===== src/vpv_pkg.sv =====
package vpv_pkg;

  // image and table geometry
  localparam int IMG_WIDTH  = 256;
  localparam int IMG_HEIGHT = 256;
  localparam int MAX_LINES  = 4096;
  localparam int CELLS      = IMG_WIDTH * IMG_HEIGHT;

  localparam int LINE_AW  = $clog2(MAX_LINES);
  localparam int LCNT_W   = $clog2(MAX_LINES + 1);
  localparam int CELL_AW  = $clog2(CELLS);
  localparam int COL_W    = $clog2(IMG_WIDTH);
  localparam int ROW_W    = $clog2(IMG_HEIGHT);
  localparam int DIV_BITS = (COL_W > ROW_W) ? COL_W : ROW_W;

  // field widths
  localparam int ANG_W   = 16;
  localparam int RHO_W   = 16;
  localparam int VOTE_W  = 16;
  localparam int THR_W   = 16;
  localparam int IDX_W   = 12;
  localparam int PADDR_W = 3;

  // arithmetic widths
  localparam int OPND_W = 17;
  localparam int TRIG_W = 17;
  localparam int ACC_W  = 36;
  localparam int NUM_W  = 48;
  localparam int CRD_W  = 34;
  localparam int ZW     = 33;

  localparam int CORDIC_STEPS = 20;
  localparam int STEP_W       = $clog2(CORDIC_STEPS);
  localparam logic [29:0] CORDIC_KINV = 30'd652032874;

  localparam logic signed [15:0] BAND_STEPS   = 16'sd2086;
  localparam logic signed [15:0] FOLD_GAP     = 16'sd3650;
  localparam logic signed [ACC_W-1:0] PAR_LIM = ACC_W'(11);
  localparam logic [THR_W-1:0] THR_RESET      = 16'd30;

  localparam logic [31:0] ARC_TABLE [CORDIC_STEPS] = '{
    32'h20000000, 32'h12E4051D, 32'h09FB385B, 32'h051111D4, 32'h028B0D43,
    32'h0145D7E1, 32'h00A2F61E, 32'h00517C55, 32'h0028BE53, 32'h00145F2F,
    32'h000A2F98, 32'h000517CC, 32'h00028BE6, 32'h000145F3, 32'h0000A2F9,
    32'h0000517D, 32'h000028BE, 32'h0000145F, 32'h00000A30, 32'h00000518
  };

  typedef enum logic [1:0] {
    OP_NEW_FRAME = 2'd0,
    OP_EDGE      = 2'd1,
    OP_VOTE      = 2'd2,
    OP_REPORT    = 2'd3
  } op_e;

  typedef enum logic [0:0] {
    REG_THRESHOLD = 1'd0
  } reg_e;

  typedef struct packed {
    logic start;
    logic vectoring;
  } cordic_req_t;

  typedef struct packed {
    logic en;
    logic clr;
    logic neg;
  } mac_op_t;

  // angle inside the excluded bands around 0, +pi/2 and +-pi
  function automatic logic in_band(logic signed [ANG_W-1:0] a);
    logic signed [ANG_W+1:0] d;
    d = $signed({{2{a[ANG_W-1]}}, a}) - 18'sd16384;
    return (a >= -BAND_STEPS && a <= BAND_STEPS) ||
           (d >= -18'(BAND_STEPS) && d <= 18'(BAND_STEPS)) ||
           (a >= 16'sd30682) || (a <= -16'sd30682);
  endfunction

endpackage


===== src/vpv_div.sv =====
module vpv_div import vpv_pkg::*; (
  input  logic                    clk_i,
  input  logic                    rst_ni,
  input  logic                    start_i,
  input  logic signed [NUM_W-1:0] num_i,
  input  logic [NUM_W-1:0]        den_i,
  output logic                    done_o,
  output logic                    ok_o,
  output logic [DIV_BITS-1:0]     quo_o
);

  localparam int KW = $clog2(DIV_BITS);

  logic [NUM_W-1:0]    rem_q, rem_d, den_q, den_d, sub;
  logic [DIV_BITS-1:0] quo_q, quo_d;
  logic [KW-1:0]       k_q, k_d;
  logic                run_q, run_d, done_q, done_d, ok_q, ok_d;

  always_comb begin
    rem_d = rem_q; den_d = den_q; quo_d = quo_q; k_d = k_q;
    run_d = run_q; done_d = 1'b0; ok_d = ok_q;
    sub = den_q << k_q;
    if (start_i) begin
      // quotient must land in [0, 2^DIV_BITS)
      ok_d  = !num_i[NUM_W-1] && (NUM_W'(num_i) < (den_i << DIV_BITS));
      rem_d = NUM_W'(num_i);
      den_d = den_i;
      quo_d = '0;
      k_d   = KW'(DIV_BITS - 1);
      run_d = 1'b1;
    end else if (run_q) begin
      if (rem_q >= sub) begin
        rem_d = rem_q - sub;
        quo_d[k_q] = 1'b1;
      end
      k_d = k_q - 1'b1;
      if (k_q == '0) begin
        run_d  = 1'b0;
        done_d = 1'b1;
      end
    end
  end

  always_ff @(posedge clk_i or negedge rst_ni) begin
    if (!rst_ni) begin
      run_q  <= 1'b0;
      done_q <= 1'b0;
    end else begin
      run_q  <= run_d;
      done_q <= done_d;
    end
  end

  always_ff @(posedge clk_i) begin
    rem_q <= rem_d; den_q <= den_d; quo_q <= quo_d; k_q <= k_d; ok_q <= ok_d;
  end

  assign done_o = done_q;
  assign ok_o   = ok_q;
  assign quo_o  = quo_q;

endmodule


===== config.mk =====
export PLATFORM = sky130hd
export DESIGN_NAME = vpv_div
export DESIGN_NICKNAME = d
export VERILOG_FILES = /design/src/vpv_pkg.sv /design/src/vpv_div.sv
export SDC_FILE = /design/constraint.sdc
export NUM_CORES = 1
export LEC_CHECK = 0
export BUFFER_PORTS_ARGS = -buffer_cell sky130_fd_sc_hd__buf_2
export CAP_MARGIN = 10
export CORE_ASPECT_RATIO = 1.75
export CORE_MARGIN = 2
export CORE_UTILIZATION = 60
export DETAILED_ROUTE_END_ITERATION = 12
export PLACE_DENSITY = 0.82
export SYNTH_ARGS = -nofsm -noshare
export SYNTH_HDL_FRONTEND = slang
export SYNTH_SLANG_ARGS = --single-unit

===== constraint.sdc =====
create_clock -name clk_i -period 5.8 [get_ports clk_i]
set_input_delay 0.87 -clock clk_i [delete_from_list [all_inputs] [get_ports clk_i]]
set_output_delay 0.87 -clock clk_i [all_outputs]
set_load 0.02 [all_outputs]

==> impl_metrics.tcl, run 1 <==
set metrics [dict create \
    synth_area_mm2 0.009405 \
    root_buffer "clkbuf_16" \
    p_per_area_mw_per_mm2 468.6 \
    grt-ovfl-total 0 \
    post_drt_via_cell_ratio 6.560 \
    place_ws_ps 1260 \
    insertion_delay_ps 360 \
    routedLengthMet1_um 9025 \
    cts.clk_slew.worst_paths_ps 70 \
    synth-seq-area-share_pct 33.84 \
    power_frac_comb_pct 60.6 \
    fin_crit_sh_pct 78.89 \
    yosys_register_bits 110 \
    power_switching_mw 2.225 \
    wl_um 26060 \
    status "finished, final reports clean" \
    placed_cell_area_mm2 0.01007 \
    yosysTopAreaCellShare_pct 30.97 \
    die_area_mm2 0.01673 \
    ff_latch_area_mm2 0.003187 \
    holdWs_ps 304.2 \
    multi_input_area_mm2 0.005818 \
    h-tree-depth 3 \
    crit_top_cell "buf_12" \
    cts_resized 0 \
    n_fill_cell 1255 \
    fmax_mhz 218.5 \
    yosys_warnings 0 \
    area_delta_synth_final_pct 9.990 \
    insertedDiodeCount 0 \
    cts_tree "done" \
    crit_chain "buf_12 > mux4_2 > mux2i_1 > ha_1 > a21o_1 > a31oi_1 > a2bb2oi_1 > o211ai_2 > a21oi_2 > o41ai_1 > a21oi_4 > nand2_2 > buf_12" \
    top_layer_used "met4" \
    p_leak_nw 4.718 \
    cpPeakStageDelay_ps 560 \
    synthDistinctLibCells 74 \
    final_nets 1219 \
    crit_buf_inv 2 \
    power_mw 4.848 \
    cp.required_ps 5900 \
    p_clk_share_pct 12.5 \
    yosysTopAreaCell "edfxtp_1" \
    p_seq_share_pct 26.8 \
    cts_setup_buffers 0 \
    portBuffers 108 \
    firstDrtPassIters 5 \
    syn-num-nets 1142 \
    globalplace.congestion 1.055 \
    drc 0 \
    drive_above_1_share_pct 18.09 \
    final_common_cell "buf_2" \
    cp-end-kind "flop" \
    antenna_found_initial 0 \
    intPower_mw 2.623 \
    tightest_slew_ps 837.6 \
    cts-hold-fix-buffers 0 \
    fp.dieH_um 169.6 \
    core_region_area_mm2 0.01539 \
    cp_top_family "compound AO/OA/AOI/OAI gates" \
    dp_hpwl_um 20540 \
    final_core_util_pct 67.22 \
    layout.cells.non_filler 1220 \
    numCtsBuffers 9 \
    wl_met3_um 1030 \
    cts.path.max_buffers 2 \
    hold_class "in2async" \
    hold_viol 0 \
    grt_max_degree 85 \
    syn-instance-count 953 \
    slowest_stage "dfxtp_2" \
    wire_per_inst_um 21.36 \
    start_kind "flop" \
    period_needed_ps 4576 \
    track_usage_pct 31.42 \
    finalClockSkew_ps 10.25 \
    drtAntennaViolNets 0 \
    setup_ws_ps 1224 \
    clock_sinks 110 \
    fin_tns_setup_ps 0 \
    rsz0062_at_grt "no" \
    via_count 8003 \
    drt_iter0_markers 621 \
    crit_path_max_fanout 38 \
    synth-async-reset-ratio_pct 1.818 \
    setup_viol 0 \
    initial_utilization_pct 61.11 \
    max_cap_violations 0 \
    synth_area_leaders "edfxtp_1 (31%), ha_1 (12%), mux4_2 (8.6%)" \
    rows 60 \
    die_w_um 98.65 \
    synth_edf_count 97 \
    final_cell_mix "buf_2 (107), nand2_1 (101), edfxtp_1 (97)" \
    final_area_mm2 0.01034 \
    timing.slew.headroom_pct 44.16 \
    ir_drop_mv 0.2488 \
    grt_pass1_wl_um 40880 \
    grt_pass1_vias 8124 \
    arrival_ps 4680 \
    ys.flop_type "edfxtp_1" \
    drv_slew 0 \
    met2_length_um 14420 \
    io_pins 109 \
    synth.avg_cell_area_um2 9.869 \
    swShare_pct 45.89 \
    crit_type "reg2reg" \
    dp.cells 1205 \
]
[cell usage after synthesis (6+ instances only)]
library cell  count
and3_1           10
buf_2             7
xnor2_1          22
mux2i_1          49
edfxtp_1         97
ha_1             89
o21a_1           14
nand3_1          15
nand2_1         102
o21bai_1         10
a21o_1           45
o21ai_0          51
or3_1             6
nor3_1           20
clkbuf_1         33
a21oi_1          64
xor2_1           15
nand2b_1          9
and2_1            8
a211oi_1          9
buf_1             9
inv_1            56
nor2b_1           9
mux4_2           36
dfxtp_1          11
nand4_1          16
a31oi_1          10
nor2_1           32
o21ai_1          21
[flip-flops by register name (all words and copies together) (netlist names)]
register / flops
den_q: 48
done_o: 1
k_q: 3
ok_o: 1
quo_o: 8
rem_q: 48
run_q: 1
[kinds of logic (layout without fill, tap and decap cells)]
family                     after synthesis  in the layout  synth area share [%]
AOI/OAI and AO/OA                      274            274                 19.33
and+or+nand+nor                        249            249                 12.93
DFF                                    110            110                 33.84
buffers and inverters                  106            187                 4.323
adders and majority gates               90             90                 12.05
muxes                                   87             87                 14.07
xor gates and xnor gates                37             37                 3.446
[power by group through the flow]
stage / combinational (mW) / sequential, mW / clock [mW]
3_5_place_dp: 2.88 / 1.31 / 0
6_report: 2.94 / 1.30 / 0.608
5_1_grt: 3.20 / 1.32 / 0.634
2_1_floorplan: 2.16 / 1.27 / 0
3_3_place_gp: 2.85 / 1.31 / 0
4_1_cts: 2.90 / 1.30 / 0.610
[area by class of cell]
type                       instances  area share [%]
multi-input combinational        737           56.24
sequential                       110           30.81
timing repair buffer             115           5.999
tap                              186           2.250
clock buffer                       9           2.177
inverter                          57           2.068
clock inverter                     6          0.4596
[path summary, 6_finish.rpt]
kind                                       start                     to  slack, ps  depth (start not counted)
setup / recovery             k_q[0]$_SDFFE_PP1P_    rem_q[22]$_DFFE_PP_       1220                         13
hold / removal                            rst_ni        run_q$_DFF_PN0_        300                          1
setup reg to reg             k_q[0]$_SDFFE_PP1P_    rem_q[22]$_DFFE_PP_       1220                         13
hold reg to reg            quo_o[6]$_SDFFE_PP0P_  quo_o[6]$_SDFFE_PP0P_        470                          2
max in group asynchronous                 rst_ni       done_o$_DFF_PN0_       5380                          1
min in group clk_i         quo_o[6]$_SDFFE_PP0P_  quo_o[6]$_SDFFE_PP0P_        470                          2
[metal layers]
metal	track usage, %	up-vias
met3	4.366	93
met4	18.88	0
met2	59.07	313
li1	-	3771
met5	0	-
met1	32.38	3826
Power figures use the tool's default switching activity.
==> inputs of run 2 (changes only) <==
Settings changed: CORE_UTILIZATION 60 to 54, PLACE_DENSITY 0.82 to 0.78.
Clock period 5.8 ns to 4.15 ns, I/O delays scaled along.
==> run 2 against run 1 <==
  * Power increased by 47%
  * Cell count increased by 6.0%
  * Worst hold slack got worse by 260 ps
  * Critical endpoint is now rem_q[47]$_DFFE_PP_
==> impl_metrics.tcl, run 2 (synthesized netlist as in run 1, its figures left out) <==
set metrics [dict create \
    cts_tree "done" \
    post_drt_via_cell_ratio 6.285 \
    max_cap_violations 0 \
    cts.clk_slew.worst_paths_ps 80 \
    hold_class "in2async" \
    final_cell_mix "buf_2 (107), nand2_1 (101), edfxtp_1 (97)" \
    setup_viol 0 \
    dp_hpwl_um 20770 \
    r2r_start "k_q[1]$_SDFFE_PP1P_" \
    arrival_ps 4070 \
    antenna_found_initial 0 \
    power_switching_mw 3.175 \
    fmax_mhz 257.0 \
    area_delta_synth_final_pct 13.89 \
    insertion_delay_ps 370 \
    cts_setup_buffers 0 \
    cts.path.max_buffers 2 \
    final_nets 1250 \
    r2r-end "rem_q[47]$_DFFE_PP_" \
    grt_pass1_wl_um 41500 \
    wl_um 26460 \
    numCtsBuffers 9 \
    globalplace.congestion 1.028 \
    crit_top_cell "a211oi_1" \
    drt_iter0_markers 495 \
    io_pins 109 \
    status "finished, final reports clean" \
    power_frac_comb_pct 61.6 \
    cpPeakStageDelay_ps 570 \
    path_depth 15 \
    rsz0062_at_grt "no" \
    grtUsageMet3_pct 3.471 \
    crit_start "k_q[1]$_SDFFE_PP1P_" \
    wire_per_inst_um 20.46 \
    slowest_stage "dfxtp_2" \
    fin_tns_setup_ps 0 \
    p_per_area_mw_per_mm2 663.3 \
    layout.cells.non_filler 1293 \
    crit_type "reg2reg" \
    start_kind "flop" \
    dp.cells 1277 \
    place_ws_ps 179.2 \
    fin_crit_sh_pct 93.75 \
    via_count 8126 \
    tightest_slew_ps 809.6 \
    h-tree-depth 3 \
    final_area_mm2 0.01071 \
    final_core_util_pct 62.91 \
    crit_chain "and2_1 > nor3_1 > a21oi_1 > nor2b_1 > a31oi_1 > ha_1 > a21o_1 > a211oi_2 > a211oi_1 > buf_4 > nor4_2 > o21ai_1 > a21oi_2 > nor4bb_1 > a211oi_1" \
    rows 63 \
    track_usage_pct 28.91 \
    die_area_mm2 0.01853 \
    hold_viol 0 \
    met1_usage_pct 29.25 \
    timing.slew.headroom_pct 46.03 \
    intPower_mw 3.930 \
    ir_drop_mv 0.3290 \
    die_w_um 103.8 \
    crit_path_max_fanout 14 \
    clock_sinks 110 \
    fp.dieH_um 178.6 \
    portBuffers 108 \
    final_common_cell "buf_2" \
    cp_top_family "compound AO/OA/AOI/OAI gates" \
    power_mw 7.105 \
    cts_resized 0 \
    swShare_pct 44.69 \
    period_needed_ps 3891 \
    critical_path.endpoint "rem_q[47]$_DFFE_PP_" \
    reg2reg_slack_ps 260 \
    cts-hold-fix-buffers 0 \
    insertedDiodeCount 0 \
    holdWs_ps 48.02 \
    cp.required_ps 4330 \
    crit_buf_inv 1 \
    reg2regPathDepth 15 \
    finalClockSkew_ps 11.62 \
    grt.busiest_layer "met2" \
    initial_utilization_pct 55.24 \
    grt_max_degree 81 \
    setup_ws_ps 259.4 \
    met2_usage_pct 54.61 \
    drive_above_1_share_pct 20.54 \
    placed_cell_area_mm2 0.01040 \
    p_leak_nw 4.908 \
    grt_pass1_vias 8268 \
    p_seq_share_pct 25.6 \
    firstDrtPassIters 5 \
    n_fill_cell 1505 \
    grt-ovfl-total 0 \
    core_region_area_mm2 0.01703 \
    root_buffer "clkbuf_16" \
    cp-end-kind "flop" \
    drtAntennaViolNets 0 \
    drv_slew 0 \
    drc 0 \
    p_clk_share_pct 12.8 \
]
run 2: changes by cell type in the layout (fill, tap and decap cells not counted), sizes merged:
cell | previous run | this run
clkinvlp | 2 | 0
bufinv | 0 | 1
clkbuf | 9 | 11
buf | 115 | 146
run 2: power groups by stage:
stage	Combinational [mW]	Clock, mW	Sequential, mW
3_3_place_gp	4.24	0	1.83
4_1_cts	4.30	0.913	1.82
6_report	4.38	0.907	1.82
2_1_floorplan	3.03	0	1.76
5_1_grt	4.78	0.948	1.84
3_5_place_dp	4.27	0	1.83
run 2: worst min-delay path by stage:
stage | depth (start not counted) | from | slack (ps) | endpoint
2_1_floorplan | 0 | rst_ni | 330 | done_o$_DFF_PN0_
3_3_place_gp | 1 | rst_ni | 420 | done_o$_DFF_PN0_
3_5_place_dp | 1 | rst_ni | 420 | done_o$_DFF_PN0_
4_1_cts | 1 | rst_ni | 40 | done_o$_DFF_PN0_
5_1_grt | 1 | rst_ni | 30 | run_q$_DFF_PN0_
6_report | 1 | rst_ni | 50 | run_q$_DFF_PN0_
run 2: final cells by class:
cell class	count	area [um^2]	share of cell area, %
Multi-Input combinational cell	737	5829	54.42
Sequential cell	110	3189	29.77
Timing Repair Buffer	146	894.6	8.352
Tap cell	227	284.0	2.652
Clock buffer	11	232.7	2.173
Inverter	57	214.0	1.997
Clock inverter	5	67.56	0.6308
run 2: routing by layer:
layer  wire (um)  vias to the layer above
li1            -                     3826
met1        9345                     3884
met2       14180                      304
met3        1080                      112
met4        1852                        0
met5           0                        -
