--- config.mk ---
export PLATFORM = sky130hd
export DESIGN_NAME = vpv_cordic
export DESIGN_NICKNAME = d
export VERILOG_FILES = /design/src/vpv_pkg.sv /design/src/vpv_cordic.sv
export SDC_FILE = /design/constraint.sdc
export NUM_CORES = 1
export LEC_CHECK = 0
export BUFFER_PORTS_ARGS = -buffer_cell sky130_fd_sc_hd__buf_4
export CAP_MARGIN = 15
export CORE_MARGIN = 2
export CORE_UTILIZATION = 35
export DETAILED_ROUTE_END_ITERATION = 16
export GPL_ROUTABILITY_DRIVEN = 1
export MAX_ROUTING_LAYER = met4
export PLACE_DENSITY_LB_ADDON = 0.3
export REMOVE_ABC_BUFFERS = 1
export SYNTH_ARGS = -nofsm -noshare
export SYNTH_HDL_FRONTEND = slang
export SYNTH_SLANG_ARGS = --single-unit
--- constraint.sdc ---
create_clock -name clk_i -period 12.8 [get_ports clk_i]
set_clock_uncertainty 0.15 [all_clocks]
set_input_delay 1.28 -clock clk_i [delete_from_list [all_inputs] [get_ports clk_i]]
set_output_delay 1.28 -clock clk_i [all_outputs]
set_load 0.1 [all_outputs]
--- src/vpv_pkg.sv ---
package vpv_pkg;

  // image and table geometry
  localparam int IMG_WIDTH  = 256;
  localparam int IMG_HEIGHT = 256;
  localparam int MAX_LINES  = 4096;
  localparam int CELLS      = IMG_WIDTH * IMG_HEIGHT;

  localparam int LINE_AW  = $clog2(MAX_LINES);
  localparam int LCNT_W   = $clog2(MAX_LINES + 1);
  localparam int CELL_AW  = $clog2(CELLS);
  localparam int COL_W    = $clog2(IMG_WIDTH);
  localparam int ROW_W    = $clog2(IMG_HEIGHT);
  localparam int DIV_BITS = (COL_W > ROW_W) ? COL_W : ROW_W;

  // field widths
  localparam int ANG_W   = 16;
  localparam int RHO_W   = 16;
  localparam int VOTE_W  = 16;
  localparam int THR_W   = 16;
  localparam int IDX_W   = 12;
  localparam int PADDR_W = 3;

  // arithmetic widths
  localparam int OPND_W = 17;
  localparam int TRIG_W = 17;
  localparam int ACC_W  = 36;
  localparam int NUM_W  = 48;
  localparam int CRD_W  = 34;
  localparam int ZW     = 33;

  localparam int CORDIC_STEPS = 20;
  localparam int STEP_W       = $clog2(CORDIC_STEPS);
  localparam logic [29:0] CORDIC_KINV = 30'd652032874;

  localparam logic signed [15:0] BAND_STEPS   = 16'sd2086;
  localparam logic signed [15:0] FOLD_GAP     = 16'sd3650;
  localparam logic signed [ACC_W-1:0] PAR_LIM = ACC_W'(11);
  localparam logic [THR_W-1:0] THR_RESET      = 16'd30;

  localparam logic [31:0] ARC_TABLE [CORDIC_STEPS] = '{
    32'h20000000, 32'h12E4051D, 32'h09FB385B, 32'h051111D4, 32'h028B0D43,
    32'h0145D7E1, 32'h00A2F61E, 32'h00517C55, 32'h0028BE53, 32'h00145F2F,
    32'h000A2F98, 32'h000517CC, 32'h00028BE6, 32'h000145F3, 32'h0000A2F9,
    32'h0000517D, 32'h000028BE, 32'h0000145F, 32'h00000A30, 32'h00000518
  };

  typedef enum logic [1:0] {
    OP_NEW_FRAME = 2'd0,
    OP_EDGE      = 2'd1,
    OP_VOTE      = 2'd2,
    OP_REPORT    = 2'd3
  } op_e;

  typedef enum logic [0:0] {
    REG_THRESHOLD = 1'd0
  } reg_e;

  typedef struct packed {
    logic start;
    logic vectoring;
  } cordic_req_t;

  typedef struct packed {
    logic en;
    logic clr;
    logic neg;
  } mac_op_t;

  // angle inside the excluded bands around 0, +pi/2 and +-pi
  function automatic logic in_band(logic signed [ANG_W-1:0] a);
    logic signed [ANG_W+1:0] d;
    d = $signed({{2{a[ANG_W-1]}}, a}) - 18'sd16384;
    return (a >= -BAND_STEPS && a <= BAND_STEPS) ||
           (d >= -18'(BAND_STEPS) && d <= 18'(BAND_STEPS)) ||
           (a >= 16'sd30682) || (a <= -16'sd30682);
  endfunction

endpackage

--- src/vpv_cordic.sv ---
module vpv_cordic import vpv_pkg::*; (
  input  logic                     clk_i,
  input  logic                     rst_ni,
  input  cordic_req_t              req_i,
  input  logic signed [15:0]       gx_i,
  input  logic signed [15:0]       gy_i,
  input  logic signed [ANG_W-1:0]  ang_i,
  output logic                     busy_o,
  output logic                     done_o,
  output logic signed [ANG_W-1:0]  angle_o,
  output logic signed [TRIG_W-1:0] cos_o,
  output logic signed [TRIG_W-1:0] sin_o
);

  logic signed [CRD_W-1:0] x_q, x_d, y_q, y_d, xs, ys, gx_s, gy_s, rx, ry;
  logic signed [ZW-1:0]    z_q, z_d, arc, z0;
  logic [STEP_W-1:0]       it_q, it_d;
  logic                    run_q, run_d, done_q, done_d;
  logic                    vec_q, vec_d, zero_q, zero_d, flip_q, flip_d, up;
  logic [31:0]             zsum;

  always_comb begin
    xs   = x_q >>> it_q;
    ys   = y_q >>> it_q;
    arc  = $signed(ZW'(ARC_TABLE[it_q]));
    up   = vec_q ? y_q[CRD_W-1] : !z_q[ZW-1];
    gx_s = CRD_W'(gx_i) <<< 14;
    gy_s = CRD_W'(gy_i) <<< 14;
    z0   = $signed({ang_i[ANG_W-1], ang_i, 16'b0});

    x_d = x_q; y_d = y_q; z_d = z_q; it_d = it_q;
    run_d = run_q; done_d = 1'b0;
    vec_d = vec_q; zero_d = zero_q; flip_d = flip_q;

    if (req_i.start) begin
      run_d = 1'b1;
      it_d  = '0;
      vec_d = req_i.vectoring;
      flip_d = 1'b0;
      if (req_i.vectoring) begin
        zero_d = (gx_i == 16'sd0) && (gy_i == 16'sd0);
        if (gx_i[15]) begin
          x_d = -gx_s; y_d = -gy_s; z_d = ZW'(33'h080000000);
        end else begin
          x_d = gx_s; y_d = gy_s; z_d = '0;
        end
      end else begin
        zero_d = 1'b0;
        x_d = CRD_W'(CORDIC_KINV);
        y_d = '0;
        priority if (z0 > 33'sd1073741824) begin
          z_d = z0 - 33'sd2147483648; flip_d = 1'b1;
        end else if (z0 < -33'sd1073741824) begin
          z_d = z0 + 33'sd2147483648; flip_d = 1'b1;
        end else begin
          z_d = z0;
        end
      end
    end else if (run_q) begin
      if (up) begin
        x_d = x_q - ys; y_d = y_q + xs; z_d = z_q - arc;
      end else begin
        x_d = x_q + ys; y_d = y_q - xs; z_d = z_q + arc;
      end
      it_d = it_q + 1'b1;
      if (it_q == STEP_W'(CORDIC_STEPS - 1)) begin
        run_d  = 1'b0;
        done_d = 1'b1;
      end
    end
  end

  always_ff @(posedge clk_i or negedge rst_ni) begin
    if (!rst_ni) begin
      run_q  <= 1'b0;
      done_q <= 1'b0;
    end else begin
      run_q  <= run_d;
      done_q <= done_d;
    end
  end

  always_ff @(posedge clk_i) begin
    x_q <= x_d; y_q <= y_d; z_q <= z_d; it_q <= it_d;
    vec_q <= vec_d; zero_q <= zero_d; flip_q <= flip_d;
  end

  // rounding of the results to 16-bit angle steps and Q15
  always_comb begin
    zsum = z_q[31:0] + 32'h8000;
    rx   = (x_q + CRD_W'(16384)) >>> 15;
    ry   = (y_q + CRD_W'(16384)) >>> 15;
    angle_o = zero_q ? '0 : $signed(zsum[31:16]);
    cos_o   = flip_q ? -TRIG_W'(rx) : TRIG_W'(rx);
    sin_o   = flip_q ? -TRIG_W'(ry) : TRIG_W'(ry);
  end

  assign busy_o = run_q;
  assign done_o = done_q;

endmodule

==> flow_metrics.env, run 1 <==
export IMPL_outcome="finished, final reports clean"
export IMPL_antenna_found_initial=1
export IMPL_synth_area_top_cells="edfxtp_1, mux4_2, ha_1, xnor2_1, xor2_1"
export IMPL_drc=0
export IMPL_wl_per_cell_um=23.80
export IMPL_yosys_most_used_dff="edfxtp_1"
export IMPL_initialDrtViolationCount=1901
export IMPL_post_dp_hpwl_mm=53.04
export IMPL_cts_resized=0
export IMPL_cts_tree="done"
export IMPL_ant_nets=0
export IMPL_met2_usage_pct=40.61
export IMPL_cts_hold_buf=0
export IMPL_cts_sinks=111
export IMPL_hold_class="in -> async"
export IMPL_cts_root_buf="clkbuf_16"
export IMPL_synth_xor_area_share_pct=12.65
export IMPL_finalSetupViolCount=0
export IMPL_insertion_delay_ns=0.41
export IMPL_grt_pass1_wl_mm=107.2
export IMPL_synth_cell_types=102
export IMPL_yosysSeqAreaShare_pct=17.31
export IMPL_ys_async_sr_fraction_pct=1.802
export IMPL_cpMaxStageDelayCell="a2111oi_0"
export IMPL_end_kind="register"
export IMPL_regArea_um2=3287
export IMPL_busiest_layer="met2"
export IMPL_synth_compound_area_share_pct=23.58
export IMPL_pin_count=104
export IMPL_crit_chain="buf_4 > mux2_2 > o21ai_0 > o21ai_0 > o211ai_1 > nand4_1 > nor2_1 > a21oi_1 > xor2_1 > ha_1 > and4_1 > o311ai_0 > a21o_1 > a2111oi_0 > o21ai_0 > a21bo_2 > o21ai_0 > a211oi_1 > xnor2_1 > o21ai_1"
export IMPL_grt_total_usage_pct=25.48
export IMPL_synth_edf_count=104
export IMPL_timing_slew_headroom_pct=18.65
export IMPL_maxSlewViolCount=0
export IMPL_crit_arrival_ns=7.50
export IMPL_die_w_um=236.4
export IMPL_num_fill_cells=5500
export IMPL_syn2layout_area_growth_pct=7.557
export IMPL_cts_setup_buffers=0
export IMPL_synth_top_family_by_area="compound AO/OA/AOI/OAI gates"
export IMPL_crit_path_frequent_cell="o21ai_0"
export IMPL_maxCapViolCount=0
export IMPL_fmax_ghz=0.1334
export IMPL_tightest_slew_ns=1.216
export IMPL_multi_input_area_um2=14650
export IMPL_worstPathRequired_ns=12.80
export IMPL_netlist_area_um2=18910
export IMPL_drive_gt1_share_pct=13.79
export IMPL_finalSetupTns_ns=0
export IMPL_regToRegSetupSlack_ns=5.30
export IMPL_criticalPathCategory="reg -> reg"
export IMPL_period_needed_ns=7.496
export IMPL_muxShareOfSynthArea_pct=13.49
export IMPL_yosys_warnings=0
export IMPL_wl_mm=71.15
export IMPL_synthSimpleGateAreaFrac_pct=19.79
export IMPL_gr_usage_met3_pct=3.956
export IMPL_fin_hold_ws_ns=0.4806
export IMPL_synth_largest_area_cell="edfxtp_1"
export IMPL_clk_path_buf_depth=2
export IMPL_min_period_over_period_pct=58.56
export IMPL_core_um2=53600
export IMPL_hold_violations=0
export IMPL_synthCells=2305
export IMPL_cp_start_kind="register"
export IMPL_critical_path_max_stage_delay_ns=0.91
export IMPL_cpLargestDelayFamily="compound AO/OA/AOI/OAI gates"
export IMPL_rsz0062_at_grt="false"
export IMPL_first_global_vias=17560
export IMPL_via_per_inst=6.221
export IMPL_start_util_pct=35.28
export IMPL_ys_seq_elements=111
export IMPL_grt_ovfl_total=0
export IMPL_htree_levels=3
export IMPL_rows=85
export IMPL_die_h_um=236.4
export IMPL_crit_buf_inv=1
export IMPL_cts_buffers=9
export IMPL_vias=18590
export IMPL_synth_fa_ha_area_share_pct=7.861
export IMPL_grt_start_max_net_pins=79
export IMPL_path_clk_slew_ns=0.08
export IMPL_crit_fanout=56
export IMPL_port_buffers=103
export IMPL_yosysTopAreaCellShare_pct=16.52
export IMPL_met1_usage_pct=32.87
export IMPL_syn_avg_cell_area_um2=8.203
export IMPL_fin_nets=2456
export IMPL_dieArea_um2=55900
export IMPL_gp_congestion=0.9691
export IMPL_drtPass1Iterations=6
[cell usage after synthesis (8+ instances only)]
cell type  instances
o221ai_1          11
nand2_1          204
nand4_1           17
clkbuf_1         102
nor2b_1           33
and3_1            34
buf_6              9
o22ai_1           33
nor4_1            14
edfxtp_1         104
mux4_2            65
ha_1             114
nand3_1           69
mux2_2            41
inv_1             59
nor2_1           197
a21o_1            50
or2_2              9
xnor2_1          145
nand2b_1          33
buf_2             26
o21bai_1          13
o31ai_1           26
a32oi_1            8
o211ai_1          15
o21ai_0          148
a31oi_1           35
buf_1              9
a211oi_1          24
and2_1            20
or3_1             16
a221oi_1          11
xor2_1           128
nor3b_1           11
nor3_1            42
a21oi_1          144
o21a_1            22
a22oi_1           23
mux2i_1           61
buf_4             12
[final timing paths]
path	startpoint	endpoint	cells past startpoint
min in group clk_i	y_q[0]$_SDFFCE_PP0P_	y_q[0]$_SDFFCE_PP0P_	2
max in group asynchronous	rst_ni	done_o$_DFF_PN0_	1
max reg2reg	it_q[0]$_SDFFE_PP0P_	y_q[33]$_DFFE_PP_	20
max	it_q[0]$_SDFFE_PP0P_	y_q[33]$_DFFE_PP_	20
min reg2reg	y_q[0]$_SDFFCE_PP0P_	y_q[0]$_SDFFCE_PP0P_	2
min	rst_ni	busy_o$_DFF_PN0_	1
[flip-flops by register name (all words and copies together), names as in the netlist]
register / cells
busy_o: 1
done_o: 1
flip_q: 1
it_q: 5
vec_q: 1
x_q: 34
y_q: 34
z_q: 33
zero_q: 1
[worst reg2reg max path: stages (launching register included)]
cell and delay (ns):
dfxtp_4 0.89, buf_4 0.64, mux2_2 0.43, o21ai_0 0.44, o21ai_0 0.38, o211ai_1 0.37
nand4_1 0.32, nor2_1 0.27, a21oi_1 0.11, xor2_1 0.17, ha_1 0.38, and4_1 0.22
o311ai_0 0.14, a21o_1 0.22, a2111oi_0 0.91, o21ai_0 0.27, a21bo_2 0.27, o21ai_0 0.28
a211oi_1 0.14, xnor2_1 0.18, o21ai_1 0.07
[placed cells by master (no fill, tap or decap), types with 15 or more instances in the layout]
cell	instances
a211oi_1	24
or3_1	16
and3_1	34
a21oi_1	143
nand2_1	204
a22oi_1	23
nand2b_1	33
edfxtp_1	104
o31ai_1	26
nand3_1	69
and2_1	20
mux2_2	41
o21a_1	22
o211ai_1	15
a31oi_1	35
mux4_2	65
mux2i_1	61
buf_4	132
o22ai_1	33
nor3_1	41
xor2_1	128
ha_1	114
inv_1	59
nor2b_1	32
o21ai_0	148
xnor2_1	145
nand4_1	17
a21o_1	50
nor2_1	195
[through the flow]
step	std cells	cell area (um^2)	setup slack, ns	utilization [%]
5_1_grt	2988	20330	4.893	37.94
3_3_place_gp	2972	20030	5.761	37.37
6_report	2989	20340	5.304	37.94
2_1_floorplan	2144	18130	2.735	-
4_1_cts	2988	20330	5.565	37.94
3_5_place_dp	2972	20030	5.590	37.37
[logic make-up (layout without fill, tap and decap cells)]
group           after synthesis  count (layout)
compound gates              665             665
xor+xnor                    273             273
fa+ha+maj                   117             117
simple gates                749             749
flops                       111             111
buf+inv                     222             209
other cells                   0               1
mux                         168             168
[area by class of cell]
| class | instances | share of cell area, % |
|---|---|---|
| Sequential cell | 111 | 16.16 |
| Clock inverter | 7 | 0.3937 |
| Tap cell | 696 | 4.282 |
| Timing Repair Buffer | 132 | 4.873 |
| Antenna cell | 1 | 0.01230 |
| Inverter | 61 | 1.126 |
| Clock buffer | 9 | 1.107 |
| Multi-Input combinational cell | 1972 | 72.04 |
[per-layer routing]
metal | share of wire [%] | vias up
li1 | - | 8597
met1 | 43 | 8986
met2 | 46 | 846
met3 | 6.9 | 165
met4 | 3.5 | 0
met5 | 0 | -
Power of run 1 is not shown: default switching activity piles up to over one toggle a cycle in this logic, so the estimate is an artifact.
==> inputs of run 2 (changes only) <==
==> constraint.sdc (replaced) <==
create_clock -name clk_i -period 6.72 [get_ports clk_i]
set_clock_uncertainty 0.15 [all_clocks]
set_input_delay 0.672 -clock clk_i [delete_from_list [all_inputs] [get_ports clk_i]]
set_output_delay 0.672 -clock clk_i [all_outputs]
set_load 0.1 [all_outputs]
==> flow_metrics.env, run 2 (synthesis gave the netlist of run 1 again) <==
export IMPL_outcome="finished, final reports clean"
export IMPL_drive_gt1_share_pct=16.12
export IMPL_finalSetupViolCount=0
export IMPL_gp_congestion=1.032
export IMPL_endpoint="y_q[32]$_DFFE_PP_"
export IMPL_cts_buffers=9
export IMPL_rows=85
export IMPL_rr_startpoint="it_q[1]$_SDFFE_PP0P_"
export IMPL_timing_slew_headroom_pct=19.78
export IMPL_grt_pass1_wl_mm=109.8
export IMPL_cts_root_buf="clkbuf_16"
export IMPL_diodes=0
export IMPL_initialDrtViolationCount=1968
export IMPL_fin_nets=2521
export IMPL_die_w_um=236.4
export IMPL_reg2regPathDepth=19
export IMPL_multi_input_area_um2=14650
export IMPL_crit_fanout=28
export IMPL_dieArea_um2=55900
export IMPL_end_kind="register"
export IMPL_die_h_um=236.4
export IMPL_antenna_found_initial=1
export IMPL_drc=0
export IMPL_wl_mm=72.20
export IMPL_drtPass1Iterations=6
export IMPL_via_per_inst=6.184
export IMPL_maxCapViolCount=0
export IMPL_worstPathRequired_ns=6.71
export IMPL_start_util_pct=35.28
export IMPL_criticalPathCategory="reg -> reg"
export IMPL_htree_levels=3
export IMPL_cpMaxStageDelayCell="dfxtp_4"
export IMPL_core_um2=53600
export IMPL_crit_cells=19
export IMPL_cpLargestDelayFamily="simple AND/OR/NAND/NOR gates"
export IMPL_grt_total_usage_pct=25.96
export IMPL_wl_per_cell_um=23.65
export IMPL_hold_class="in -> reg"
export IMPL_layout_common_cells="nand2_1, nor2_1, buf_4"
export IMPL_port_buffers=103
export IMPL_crit_buf_inv=0
export IMPL_regToRegSetupSlack_ns=0.30
export IMPL_crit_chain="mux4_2 > mux2i_1 > o21ai_0 > nor3_2 > nand4_2 > nor4_4 > a21oi_1 > xnor2_1 > ha_1 > nand4_1 > nor3_1 > nand3_1 > and3_1 > o311ai_1 > a21oi_1 > o21ai_0 > a31oi_1 > xor2_1 > o21ai_0"
export IMPL_vias=18880
export IMPL_critical_path_max_stage_delay_ns=0.67
export IMPL_setup_slack_ns=0.2988
export IMPL_cp_start_kind="register"
export IMPL_fmax_ghz=0.1557
export IMPL_ant_nets=0
export IMPL_final_common_cell="nand2_1"
export IMPL_grt_start_max_net_pins=61
export IMPL_hold_violations=0
export IMPL_dp_slack_ns=0.08728
export IMPL_clk_path_buf_depth=2
export IMPL_period_needed_ns=6.421
export IMPL_largestRegisters="x_q (34), y_q (34), z_q (33)"
export IMPL_num_fill_cells=5536
export IMPL_pin_count=104
export IMPL_path_clk_slew_ns=0.09
export IMPL_min_period_over_period_pct=95.55
export IMPL_regArea_um2=3287
export IMPL_insertion_delay_ns=0.41
export IMPL_cts_tree="done"
export IMPL_crit_path_frequent_cell="o21ai_0"
export IMPL_crit_path_start="it_q[1]$_SDFFE_PP0P_"
export IMPL_first_global_vias=17880
export IMPL_crit_arrival_ns=6.41
export IMPL_grt_ovfl_total=0
export IMPL_cts_sinks=111
export IMPL_rsz0062_at_grt="false"
export IMPL_maxSlewViolCount=0
export IMPL_tightest_slew_ns=1.200
export IMPL_syn2layout_area_growth_pct=10.43
export IMPL_reg2reg_to="y_q[32]$_DFFE_PP_"
export IMPL_hold_path_cell_count=3
export IMPL_post_dp_hpwl_mm=55.84
-- run 2: layer usage --
metal	global-route usage [%]	wire (um)
met1	34.19	31690
met2	40.86	33330
met3	4.236	5061
met4	7.729	2121
met5	-	0
-- run 2: tightest hold or removal path, stage by stage --
cell and delay [ns]:
buf_4 0.09, nand2_1 0.04, o21ai_0 0.05
-- run 2: what timing repair did --
| item | in CTS | in global routing |
|---|---|---|
| hold endpoints to repair | 2 | 0 |
| hold buffers | 1 | 0 |
| buffers inserted | 0 | 3 |
| setup endpoints to repair | 0 | 12 |
| gates resized for setup | 0 | 7 |
-- run 2: area by class of cell --
cell class	count	share of cell area, %
Inverter	61	1.115
Timing Repair Buffer	197	7.407
Multi-Input combinational cell	1972	70.16
Tap cell	696	4.171
Sequential cell	111	15.74
Clock buffer	10	1.145
Clock inverter	6	0.2637
-- run 2: how the worst min path moves through the flow --
stage | start | endpoint
final | ang_i[8] | z_q[24]$_DFFE_PP_
after global routing | ang_i[6] | z_q[22]$_DFFE_PP_
after CTS | ang_i[8] | z_q[24]$_DFFE_PP_
after detailed placement | rst_ni | done_o$_DFF_PN0_
after global placement | rst_ni | done_o$_DFF_PN0_
after floorplan | rst_ni | busy_o$_DFF_PN0_
-- run 2: stage by stage --
step | instance area [um^2] | instances | hold WS, ns | utilization, % | TNS [ns]
after floorplan | 18130 | 2144 | 0.2264 | - | -171.04
after CTS | 20830 | 3050 | 0.3799 | 38.85 | 0
after global routing | 20880 | 3053 | 0.4014 | 38.95 | 0
after detailed placement | 20520 | 3033 | 0.3058 | 38.29 | 0
final | 20880 | 3053 | 0.4018 | 38.95 | 0
after global placement | 20520 | 3033 | 0.3044 | 38.29 | 0
Power of run 2 is left out for the same reason.
