## config.mk

```make
export PLATFORM = sky130hd
export DESIGN_NAME = vpv_mac
export DESIGN_NICKNAME = d
export VERILOG_FILES = /design/src/vpv_pkg.sv /design/src/vpv_mac.sv
export SDC_FILE = /design/constraint.sdc
export NUM_CORES = 1
export LEC_CHECK = 0
export BUFFER_PORTS_ARGS = -buffer_cell sky130_fd_sc_hd__buf_4
export CORE_ASPECT_RATIO = 1.1
export CORE_MARGIN = 3
export CORE_UTILIZATION = 50
export DETAILED_ROUTE_END_ITERATION = 10
export PLACE_DENSITY = 0.74
export RECOVER_POWER = 50
export SLEW_MARGIN = 0
export SYNTH_ARGS = -nofsm -noshare
export SYNTH_HDL_FRONTEND = slang
export SYNTH_SLANG_ARGS = --single-unit
```

## constraint.sdc

```tcl
create_clock -name clk_i -period 13.03 [get_ports clk_i]
set_input_delay 1.9545 -clock clk_i [delete_from_list [all_inputs] [get_ports clk_i]]
set_output_delay 1.9545 -clock clk_i [all_outputs]
set_load 0.01 [all_outputs]
```

## src/vpv_pkg.sv

```systemverilog
package vpv_pkg;

  // image and table geometry
  localparam int IMG_WIDTH  = 256;
  localparam int IMG_HEIGHT = 256;
  localparam int MAX_LINES  = 4096;
  localparam int CELLS      = IMG_WIDTH * IMG_HEIGHT;

  localparam int LINE_AW  = $clog2(MAX_LINES);
  localparam int LCNT_W   = $clog2(MAX_LINES + 1);
  localparam int CELL_AW  = $clog2(CELLS);
  localparam int COL_W    = $clog2(IMG_WIDTH);
  localparam int ROW_W    = $clog2(IMG_HEIGHT);
  localparam int DIV_BITS = (COL_W > ROW_W) ? COL_W : ROW_W;

  // field widths
  localparam int ANG_W   = 16;
  localparam int RHO_W   = 16;
  localparam int VOTE_W  = 16;
  localparam int THR_W   = 16;
  localparam int IDX_W   = 12;
  localparam int PADDR_W = 3;

  // arithmetic widths
  localparam int OPND_W = 17;
  localparam int TRIG_W = 17;
  localparam int ACC_W  = 36;
  localparam int NUM_W  = 48;
  localparam int CRD_W  = 34;
  localparam int ZW     = 33;

  localparam int CORDIC_STEPS = 20;
  localparam int STEP_W       = $clog2(CORDIC_STEPS);
  localparam logic [29:0] CORDIC_KINV = 30'd652032874;

  localparam logic signed [15:0] BAND_STEPS   = 16'sd2086;
  localparam logic signed [15:0] FOLD_GAP     = 16'sd3650;
  localparam logic signed [ACC_W-1:0] PAR_LIM = ACC_W'(11);
  localparam logic [THR_W-1:0] THR_RESET      = 16'd30;

  localparam logic [31:0] ARC_TABLE [CORDIC_STEPS] = '{
    32'h20000000, 32'h12E4051D, 32'h09FB385B, 32'h051111D4, 32'h028B0D43,
    32'h0145D7E1, 32'h00A2F61E, 32'h00517C55, 32'h0028BE53, 32'h00145F2F,
    32'h000A2F98, 32'h000517CC, 32'h00028BE6, 32'h000145F3, 32'h0000A2F9,
    32'h0000517D, 32'h000028BE, 32'h0000145F, 32'h00000A30, 32'h00000518
  };

  typedef enum logic [1:0] {
    OP_NEW_FRAME = 2'd0,
    OP_EDGE      = 2'd1,
    OP_VOTE      = 2'd2,
    OP_REPORT    = 2'd3
  } op_e;

  typedef enum logic [0:0] {
    REG_THRESHOLD = 1'd0
  } reg_e;

  typedef struct packed {
    logic start;
    logic vectoring;
  } cordic_req_t;

  typedef struct packed {
    logic en;
    logic clr;
    logic neg;
  } mac_op_t;

  // angle inside the excluded bands around 0, +pi/2 and +-pi
  function automatic logic in_band(logic signed [ANG_W-1:0] a);
    logic signed [ANG_W+1:0] d;
    d = $signed({{2{a[ANG_W-1]}}, a}) - 18'sd16384;
    return (a >= -BAND_STEPS && a <= BAND_STEPS) ||
           (d >= -18'(BAND_STEPS) && d <= 18'(BAND_STEPS)) ||
           (a >= 16'sd30682) || (a <= -16'sd30682);
  endfunction

endpackage

```

## src/vpv_mac.sv

```systemverilog
module vpv_mac import vpv_pkg::*; (
  input  logic                     clk_i,
  input  mac_op_t                  op_i,
  input  logic signed [OPND_W-1:0] a_i,
  input  logic signed [OPND_W-1:0] b_i,
  output logic signed [ACC_W-1:0]  acc_o
);

  logic signed [2*OPND_W-1:0] prod;
  logic signed [ACC_W-1:0]    term, acc_q, acc_d;

  always_comb begin
    prod  = a_i * b_i;
    term  = op_i.neg ? -ACC_W'(prod) : ACC_W'(prod);
    acc_d = (op_i.clr ? '0 : acc_q) + term;
  end

  always_ff @(posedge clk_i) begin
    if (op_i.en) begin
      acc_q <= acc_d;
    end
  end

  assign acc_o = acc_q;

endmodule

```

==> results.sh, run 1 <==
export IMPL_async_flop_share_pct=0
export IMPL_achievable_frequency_mhz=91.0
export IMPL_holdPathStages=2
export IMPL_failing_checks="capacitance limit, slew limit"
export IMPL_number_of_buffers_inserted_by_hold_repair_at_cts=0
export IMPL_global_route_total_usage_across_every_layer_pct=22.6
export IMPL_insertion_delay_ps=290
export IMPL_hp_class="reg2reg"
export IMPL_placement_io_buffers=73
export IMPL_timing_slew_headroom_pct=-34.1
export IMPL_overflow=0
export IMPL_synth_cell_types=64
export IMPL_final_seq_area_um2=1080
export IMPL_detail_route_antenna_nets=0
export IMPL_cpMaxStageDelayCell="fa_1"
export IMPL_share_of_synthesized_cell_area_in_and_or_nand_and_nor_gates_pct=17.2
export IMPL_design_die_area_um2=31900
export IMPL_grt_pass1_wl_um=58900
export IMPL_min_from="acc_o[0]"
export IMPL_die_height_um=187
export IMPL_core_area_um2=29000
export IMPL_beginning_of_the_worst_register_to_register_path="acc_o[0]"
export IMPL_h_tree_levels=2
export IMPL_period_needed_ps=10990
export IMPL_cpLargestDelayFamily="adder cells"
export IMPL_num_vias=11200
export IMPL_fin_setup_tns_ps=0
export IMPL_routed_wl_um=34100
export IMPL_rsz0062_at_grt="no"
export IMPL_whs_ps=769
export IMPL_post_synth_top_count_cell="inv_1"
export IMPL_ys_ff_latch=36
export IMPL_yosys_area_share_adder_pct=50.1
export IMPL_buffers_from_clock_root_to_sink_at_most=2
export IMPL_critPathBufInv=5
export IMPL_vias_in_the_first_global_route=12400
export IMPL_r2r_worst_path_cells=13
export IMPL_worst_pin_slew_ps=2010
export IMPL_clkTransAtPathRegs_ps=60
export IMPL_final_layout_size_suffix_gt1_share_pct=4.78
export IMPL_critPathArrivalTime_ps=11020
export IMPL_dpl_hpwl_um=28200
export IMPL_timing_critical_path_fanout_max=17
export IMPL_yosysWarningCount=0
export IMPL_synthDominantAreaCellType="fa_1"
export IMPL_synth_top_cell_area_share_pct=39.9
export IMPL_critPathCaptureType="flop"
export IMPL_drt_first_pass_iters=5
export IMPL_timing_critical_path_mode_cell="fa_1"
export IMPL_cap_viol_max_count=2
export IMPL_tritoncts_num_buffers=5
export IMPL_clock_skew_final_ps=5.80
export IMPL_synth_enable_flop_cells=36
export IMPL_mappedNetlistNets=2106
export IMPL_multi_input_area_um2=12400
export IMPL_initial_util_pct=51.3
export IMPL_ys_top_cells_by_count="inv_1 (329), fa_1 (297), nand2_1 (166)"
export IMPL_detail_route_wl_per_cell_um=16.7
export IMPL_number_of_setup_violations_in_the_final_report=0
export IMPL_tritoncts="yes"
export IMPL_finalCritPeriodShare_pct=84.4
export IMPL_io_pins=74
export IMPL_clock_tree_root_cell="clkbuf_16"
export IMPL_area_growth_synth_to_final_pct=5.67
export IMPL_cts_sinks=36
export IMPL_largest_register_ff_count=36
export IMPL_fp_row_count=65
export IMPL_post_synth_xor_area_fraction_pct=6.06
export IMPL_report_final_hold_viol_count=0
export IMPL_num_antenna_cells=0
export IMPL_synth_top_family_by_area="adder cells"
export IMPL_antenna_found_initial=0
export IMPL_post_synth_inst_count=1650
export IMPL_critical_path_required_ps=13060
export IMPL_cpPeakStageDelay_ps=550
export IMPL_sequential_cell_area_fraction_in_the_yosys_report_pct=7.25
export IMPL_route_detailed_drc=0
export IMPL_fillerInstances=2561
export IMPL_synth_mux_area_fraction_pct=0.0672
export IMPL_ys_dominant_reg_cell="edfxtp_1"
export IMPL_syn_area_per_cell_um2=9.03
export IMPL_synth_area_in_compound_gates_pct=9.55
export IMPL_yosys_top_cells_area="fa_1 (40%), ha_1 (10%), inv_1 (8.3%)"
export IMPL_start_kind="input pin"
export IMPL_cell_count_post_placement=2034
export IMPL_globalplace_congestion=0.892
export IMPL_stdcell_count=2042
export IMPL_status="complete, but fails checks"
export IMPL_ff2ff_setup_slack_ps=9200
export IMPL_criticalPathCategory="in2reg"
export IMPL_worstHoldEndpoint="acc_o[0]"
export IMPL_cts_repair_resize_count=0
export IMPL_crit_reg2reg_capture="acc_o[34]"
export IMPL_netlist_area_um2=14900
export IMPL_drt_iter0_drc=574
export IMPL_detail_route_vias_per_cell=5.48
export IMPL_nNetsFinal=2129
export IMPL_grt_max_degree=37
export IMPL_die_w_um=171
export IMPL_post_cts_buffers=0
export IMPL_timing_max_transition_violations_final=74
[worst max path at each step]
stage / from / endpoint / slack [ps] / cells after the start
floorplan: a_i[10] / acc_o[35] / 2360 / 32
global placement: a_i[7] / acc_o[35] / 1990 / 32
detailed placement: a_i[7] / acc_o[35] / 1730 / 32
CTS: a_i[7] / acc_o[35] / 2030 / 32
global route: a_i[7] / acc_o[35] / 1460 / 33
finish: a_i[7] / acc_o[35] / 2040 / 32
[cell type report]
| class | instances | share of cell area (%) |
|---|---|---|
| multi-input cells | 1228 | 78.5 |
| inverters | 329 | 7.84 |
| flip-flops and latches | 36 | 6.86 |
| repair buffers | 73 | 3.03 |
| well taps | 368 | 2.92 |
| clock buffers | 5 | 0.795 |
| clock inverters | 3 | 0.0874 |
[per-layer routing]
| metal | vias up | track usage (%) | share of wire (%) |
|---|---|---|---|
| li1 | 5181 | - | - |
| met2 | 269 | 42.5 | 54 |
| met3 | 95 | 1.50 | 3.0 |
| met1 | 5636 | 26.7 | 38 |
| met5 | - | 0 | 0 |
| met4 | 0 | 8.30 | 4.3 |
[metrics by stage]
step / area (um^2) / worst slack [ps] / util, %
after floorplan: 14900 / 2360 / -
after global placement: 15700 / 1990 / 54.0
after detailed placement: 15700 / 1730 / 54.0
after CTS: 15800 / 2030 / 54.5
after global routing: 15700 / 1460 / 54.2
final: 15700 / 2040 / 54.2
[kinds of logic (layout without fill, tap and decap cells)]
kind of cell | count (synthesis) | count (layout)
compound gates | 215 | 215
xor+xnor | 100 | 100
fa+ha+maj | 418 | 418
buf+inv | 386 | 410
flops | 36 | 36
mux | 1 | 1
simple gates | 494 | 494
[cell usage in the layout, fill, tap and decap left out, drive strengths merged, types with 3 or more instances in the layout]
| cell | synthesis | final |
|---|---|---|
| o211ai | 3 | 3 |
| o21bai | 8 | 8 |
| nand2 | 167 | 167 |
| o2111ai | 3 | 3 |
| fa | 297 | 297 |
| nor2 | 52 | 52 |
| a211o | 5 | 5 |
| ha | 121 | 121 |
| nand3b | 5 | 5 |
| nand3 | 12 | 12 |
| o21ai | 49 | 49 |
| a2111oi | 3 | 3 |
| a211oi | 10 | 10 |
| inv | 329 | 329 |
| o21a | 10 | 10 |
| clkinv | 0 | 3 |
| and3 | 7 | 7 |
| nor2b | 41 | 41 |
| xor2 | 22 | 22 |
| or4 | 6 | 6 |
| a31o | 4 | 4 |
| a31oi | 8 | 8 |
| nand4 | 11 | 11 |
| xnor2 | 76 | 76 |
| a21oi | 61 | 61 |
| nand2b | 13 | 13 |
| clkbuf | 52 | 24 |
| o31ai | 9 | 9 |
| edfxtp | 36 | 36 |
| buf | 5 | 54 |
| nor4 | 3 | 3 |
| and2 | 151 | 151 |
| a21o | 27 | 27 |
| nor3 | 9 | 9 |
| or3 | 7 | 7 |
| o41ai | 3 | 3 |
[worst register-to-register path: cells and delay by family (launching register included)]
kind / cells / cell delay, ps
AND/OR/NAND/NOR: 3 / 450
flip-flops: 1 / 390
AO/OA/AOI/OAI: 7 / 1920
adder cells (fa/ha/maj): 2 / 730
XOR/XNOR: 1 / 80
Power of run 1 is not shown: default switching activity piles up to over one toggle a cycle in this logic, so the estimate is an artifact.
==> run 2, diff against run 1 <==
--- a/config.mk
+++ b/config.mk
@@ -5,6 +5,7 @@
 export SDC_FILE = /design/constraint.sdc
 export NUM_CORES = 1
 export LEC_CHECK = 0
+export ABC_AREA = 1
 export BUFFER_PORTS_ARGS = -buffer_cell sky130_fd_sc_hd__buf_4
 export CORE_ASPECT_RATIO = 1.1
 export CORE_MARGIN = 3
==> constraint.sdc (replaced) <==
create_clock -name clk_i -period 11.48 [get_ports clk_i]
set_input_delay 1.722 -clock clk_i [delete_from_list [all_inputs] [get_ports clk_i]]
set_output_delay 1.722 -clock clk_i [all_outputs]
set_load 0.01 [all_outputs]
==> results.sh, run 2 <==
export IMPL_status="complete, but fails checks"
export IMPL_failing_checks="capacitance limit, slew limit"
export IMPL_beginning_of_the_worst_register_to_register_path="acc_o[2]"
export IMPL_final_layout_size_suffix_gt1_share_pct=4.39
export IMPL_detail_route_vias_per_cell=5.08
export IMPL_synthDominantAreaCellType="fa_1"
export IMPL_worst_pin_slew_ps=2020
export IMPL_num_vias=14400
export IMPL_area_growth_synth_to_final_pct=5.12
export IMPL_detail_route_wl_per_cell_um=14.9
export IMPL_route_met2_wl_um=21800
export IMPL_yosys_top_cells_area="fa_1 (35%), inv_1 (15%), nand2_1 (15%)"
export IMPL_sequential_cell_area_fraction_in_the_yosys_report_pct=6.42
export IMPL_critPathCaptureType="flop"
export IMPL_synth_enable_flop_cells=36
export IMPL_cpMaxStageDelayCell="fa_1"
export IMPL_layout_cells_most_common="inv_1"
export IMPL_worstSetupStartpoint="b_i[2]"
export IMPL_hp_class="reg2reg"
export IMPL_h_tree_levels=2
export IMPL_placement_io_buffers=73
export IMPL_layout_common_cells="inv_1 (684), nand2_1 (678), fa_1 (297)"
export IMPL_yosysWarningCount=0
export IMPL_fin_setup_tns_ps=0
export IMPL_initial_util_pct=51.5
export IMPL_r2r_worst_path_cells=11
export IMPL_tritoncts="yes"
export IMPL_post_cts_buffers=0
export IMPL_ys_ff_latch=36
export IMPL_io_pins=74
export IMPL_critical_path_required_ps=11520
export IMPL_num_antenna_cells=0
export IMPL_die_w_um=181
export IMPL_timing_critical_path_mode_cell="nand2_1"
export IMPL_ff2ff_setup_slack_ps=8420
export IMPL_drt_iter0_drc=612
export IMPL_criticalPathCategory="in2reg"
export IMPL_buffers_from_clock_root_to_sink_at_most=2
export IMPL_number_of_buffers_inserted_by_hold_repair_at_cts=0
export IMPL_synth_cell_types=41
export IMPL_achievable_frequency_mhz=103
export IMPL_tritoncts_num_buffers=5
export IMPL_synth_top_cell_area_share_pct=35.3
export IMPL_report_final_hold_viol_count=0
export IMPL_detail_route_antenna_nets=0
export IMPL_cts_repair_resize_count=0
export IMPL_number_of_setup_violations_in_the_final_report=0
export IMPL_nNetsFinal=2872
export IMPL_cts_sinks=36
export IMPL_ys_top_cells_by_count="inv_1 (684), nand2_1 (678), fa_1 (297)"
export IMPL_async_flop_share_pct=0
export IMPL_timing_max_transition_violations_final=74
export IMPL_insertion_delay_ps=290
export IMPL_netlist_area_um2=16800
export IMPL_clock_tree_root_cell="clkbuf_16"
export IMPL_timing_slew_headroom_pct=-34.6
export IMPL_design_die_area_um2=35900
export IMPL_wl_met3_um=1660
export IMPL_die_height_um=198
export IMPL_globalplace_congestion=0.962
export IMPL_start_kind="input pin"
export IMPL_fp_row_count=69
export IMPL_post_synth_inst_count=2411
export IMPL_clock_skew_final_ps=10.6
export IMPL_drt_first_pass_iters=7
export IMPL_antenna_found_initial=0
export IMPL_core_area_um2=32700
export IMPL_timing_critical_path_fanout_max=17
export IMPL_clkTransAtPathRegs_ps=60
export IMPL_grt_max_degree=37
export IMPL_ys_dominant_reg_cell="edfxtp_1"
export IMPL_rsz0062_at_grt="no"
export IMPL_route_detailed_drc=0
export IMPL_routed_wl_um=42200
export IMPL_vias_in_the_first_global_route=15200
export IMPL_global_route_total_usage_across_every_layer_pct=24.2
export IMPL_capture_point_of_the_worst_path="acc_o[35]"
export IMPL_crit_reg2reg_capture="acc_o[31]"
export IMPL_dpl_hpwl_um=37200
export IMPL_cap_viol_max_count=2
export IMPL_syn_area_per_cell_um2=6.98
export IMPL_period_needed_ps=9710
export IMPL_mappedNetlistNets=2867
export IMPL_critPathArrivalTime_ps=9760
export IMPL_post_synth_top_count_cell="inv_1"
export IMPL_highest_layer="met4"
export IMPL_grt_pass1_wl_um=72000
export IMPL_routedLengthMet1_um=17400
export IMPL_finalCritPeriodShare_pct=84.6
export IMPL_largest_register_ff_count=36
export IMPL_cpPeakStageDelay_ps=910
export IMPL_overflow=0
[run 2: cell types whose count changed after synthesis, sizes merged, moves of 27 or more]
| cell | previous run | this run |
|---|---|---|
| nor2 | 52 | 176 |
| xor2 | 22 | 50 |
| nand3 | 12 | 71 |
| and2 | 151 | 4 |
| nand2 | 167 | 691 |
| xnor2 | 76 | 23 |
| nor2b | 41 | 0 |
| inv | 329 | 688 |
| nand4 | 11 | 38 |
[run 2: cell type report]
| type | count | area [um^2] |
|---|---|---|
| Timing Repair Buffer | 73 | 477 |
| Multi-Input combinational cell | 1612 | 12900 |
| Sequential cell | 36 | 1080 |
| Inverter | 688 | 2580 |
| Tap cell | 426 | 533 |
| Clock inverter | 1 | 5.00 |
| Fill cell | 3214 | 15000 |
| Clock buffer | 6 | 129 |
[run 2: critical path: cells and delay by family]
kind | cells | cell delay, ps
and+or+nand+nor | 19 | 2660
xor gates and xnor gates | 1 | 150
adders and majority gates | 8 | 4400
buffers and inverters | 9 | 780
[run 2: stage by stage]
step / hold slack (ps) / setup slack (ps) / std cells / util (%) / cell area, um^2
3_5_place_dp: 741 / 1470 / 2835 / 53.9 / 17600
4_1_cts: 758 / 1730 / 2842 / 54.3 / 17800
5_1_grt: 824 / 1150 / 2842 / 54.1 / 17700
6_report: 761 / 1770 / 2842 / 54.1 / 17700
2_1_floorplan: 732 / 2430 / 2411 / - / 16800
3_3_place_gp: 745 / 1440 / 2835 / 53.9 / 17600
[run 2: kinds of logic (layout without fill, tap and decap cells)]
logic type	count (synthesis)	count (layout)	share of synthesized area, %
buffers and inverters	763	768	17.0
and+or+nand+nor	1004	1004	24.5
DFF	36	36	6.42
xor gates and xnor gates	73	73	3.89
AOI/OAI and AO/OA	117	117	3.86
adders and majority gates	418	418	44.3
[run 2: how the worst min path moves through the flow]
stage | start | end | slack, ps | cells past startpoint
2_1_floorplan | acc_o[0] | acc_o[0] | 730 | 3
5_1_grt | acc_o[0] | acc_o[0] | 820 | 3
3_3_place_gp | acc_o[0] | acc_o[0] | 750 | 3
3_5_place_dp | acc_o[0] | acc_o[0] | 740 | 3
4_1_cts | acc_o[0] | acc_o[0] | 760 | 3
6_report | acc_o[0] | acc_o[0] | 760 | 3
[run 2: routing by layer]
layer / global-route usage, % / vias to the layer above
met4: 7.67 / 0
met1: 30.7 / 6985
li1: - / 6979
met2: 44.9 / 379
met5: 0 / -
met3: 1.10 / 84
Power of run 2 is left out for the same reason.
==> run 3, diff against run 2 <==
==> constraint.sdc (replaced) <==
create_clock -name clk_i -period 9.51 [get_ports clk_i]
set_input_delay 1.4265 -clock clk_i [delete_from_list [all_inputs] [get_ports clk_i]]
set_output_delay 1.4265 -clock clk_i [all_outputs]
set_load 0.01 [all_outputs]
==> results.sh, run 3 (synthesized netlist as in run 2, its figures left out) <==
export IMPL_status="complete, but fails checks"
export IMPL_failing_checks="capacitance limit, slew limit"
export IMPL_period_needed_ps=9000
export IMPL_timing_critical_path_fanout_max=17
export IMPL_grt_pass1_wl_um=72000
export IMPL_timing_slew_headroom_pct=-36.8
export IMPL_route_detailed_drc=0
export IMPL_min_from="acc_o[0]"
export IMPL_number_of_buffers_inserted_by_hold_repair_at_cts=0
export IMPL_die_w_um=181
export IMPL_io_pins=74
export IMPL_cap_viol_max_count=2
export IMPL_routed_wl_um=42300
export IMPL_placement_io_buffers=73
export IMPL_worst_pin_slew_ps=2050
export IMPL_detail_route_wl_per_cell_um=14.8
export IMPL_timing_max_transition_violations_final=74
export IMPL_timing_critical_path_mode_cell="nand2_1"
export IMPL_drt_iter0_drc=769
export IMPL_achievable_frequency_mhz=111
export IMPL_cpMaxStageDelayCell="fa_1"
export IMPL_tritoncts_num_buffers=5
export IMPL_critPathCaptureType="flop"
export IMPL_area_growth_synth_to_final_pct=5.80
export IMPL_grt_max_degree=37
export IMPL_clock_tree_root_cell="clkbuf_16"
export IMPL_buffers_from_clock_root_to_sink_at_most=2
export IMPL_detail_route_antenna_nets=0
export IMPL_stdcell_count=2854
export IMPL_place_worst_setup_slack_ps=-133
export IMPL_cts_sinks=36
export IMPL_global_route_total_usage_across_every_layer_pct=24.2
export IMPL_largest_register_ff_count=36
export IMPL_cpPeakStageDelay_ps=590
export IMPL_dpl_hpwl_um=37100
export IMPL_fp_row_count=69
export IMPL_drt_first_pass_iters=8
export IMPL_initial_util_pct=51.5
export IMPL_worstSetupStartpoint="a_i[10]"
export IMPL_die_height_um=198
export IMPL_utilization_pct=54.4
export IMPL_nNetsFinal=2883
export IMPL_core_area_um2=32700
export IMPL_number_of_setup_violations_in_the_final_report=0
export IMPL_clkTransAtPathRegs_ps=60
export IMPL_num_antenna_cells=0
export IMPL_beginning_of_the_worst_register_to_register_path="acc_o[0]"
export IMPL_final_layout_size_suffix_gt1_share_pct=4.94
export IMPL_antenna_found_initial=0
export IMPL_vias_in_the_first_global_route=15400
export IMPL_clock_skew_final_ps=6.75
export IMPL_hp_class="reg2reg"
export IMPL_overflow=0
export IMPL_timing_final_ws_setup_ps=513
export IMPL_rsz0062_at_grt="no"
export IMPL_globalplace_congestion=0.984
export IMPL_detail_route_vias_per_cell=5.06
export IMPL_h_tree_levels=2
export IMPL_critPathArrivalTime_ps=9020
export IMPL_insertion_delay_ps=290
export IMPL_layout_cells_most_common="inv_1"
export IMPL_start_kind="input pin"
export IMPL_num_vias=14500
export IMPL_criticalPathCategory="in2reg"
export IMPL_tritoncts="yes"
export IMPL_design_die_area_um2=35900
export IMPL_report_final_hold_viol_count=0
export IMPL_cell_count_post_placement=2845
export IMPL_critical_path_required_ps=9530
export IMPL_finalCritPeriodShare_pct=94.6
export IMPL_fin_setup_tns_ps=0
export IMPL_layout_common_cells="inv_1 (684), nand2_1 (678), fa_1 (295)"
## run 3: cell types whose count changed in the layout (fill, tap and decap cells not counted), sizes merged
cell,before,now
buf,54,65
clkbuf,25,26
## run 3: what timing repair did
action,in CTS,in global routing
gates resized for setup,0,3
setup endpoints to repair,0,3
buffers inserted,0,1
## run 3: final timing paths
kind / to / slack [ps] / cells past startpoint
max: acc_o[32] / 510 / 35
min: acc_o[0] / 790 / 3
max reg2reg: acc_o[32] / 6400 / 17
min reg2reg: acc_o[0] / 790 / 3
## run 3: per-layer routing
metal | share of wire (%) | up-vias | wire length, um | track usage (%)
met1 | 42 | 6951 | 17700 | 30.3
met2 | 51 | 393 | 21600 | 44.8
met5 | 0 | - | 0 | 0
li1 | - | 7007 | - | -
met4 | 3.4 | 0 | 1440 | 8.49
met3 | 3.8 | 103 | 1600 | 1.50
## run 3: stage by stage
step | instance area [um^2] | hold slack [ps]
after floorplan | 16800 | 732
after global placement | 17700 | 741
after detailed placement | 17700 | 778
after CTS | 17900 | 798
after global routing | 17800 | 872
final | 17800 | 786
## run 3: area by class of cell
| type | instances | area, um^2 |
|---|---|---|
| inverter | 688 | 2580 |
| sequential | 36 | 1080 |
| clock inverter | 1 | 8.76 |
| multi-input combinational | 1612 | 12900 |
| clock buffer | 7 | 133 |
| fill | 3157 | 14900 |
| tap | 426 | 533 |
| timing repair buffer | 84 | 572 |
## run 3: worst max-delay path, delay by kind of cell
family	cells	cell delay, ps
buf+inv	4	400
simple gates	17	2300
xor+xnor	3	620
fa+ha+maj	8	3830
compound gates	3	440
Power of run 3 is left out for the same reason.
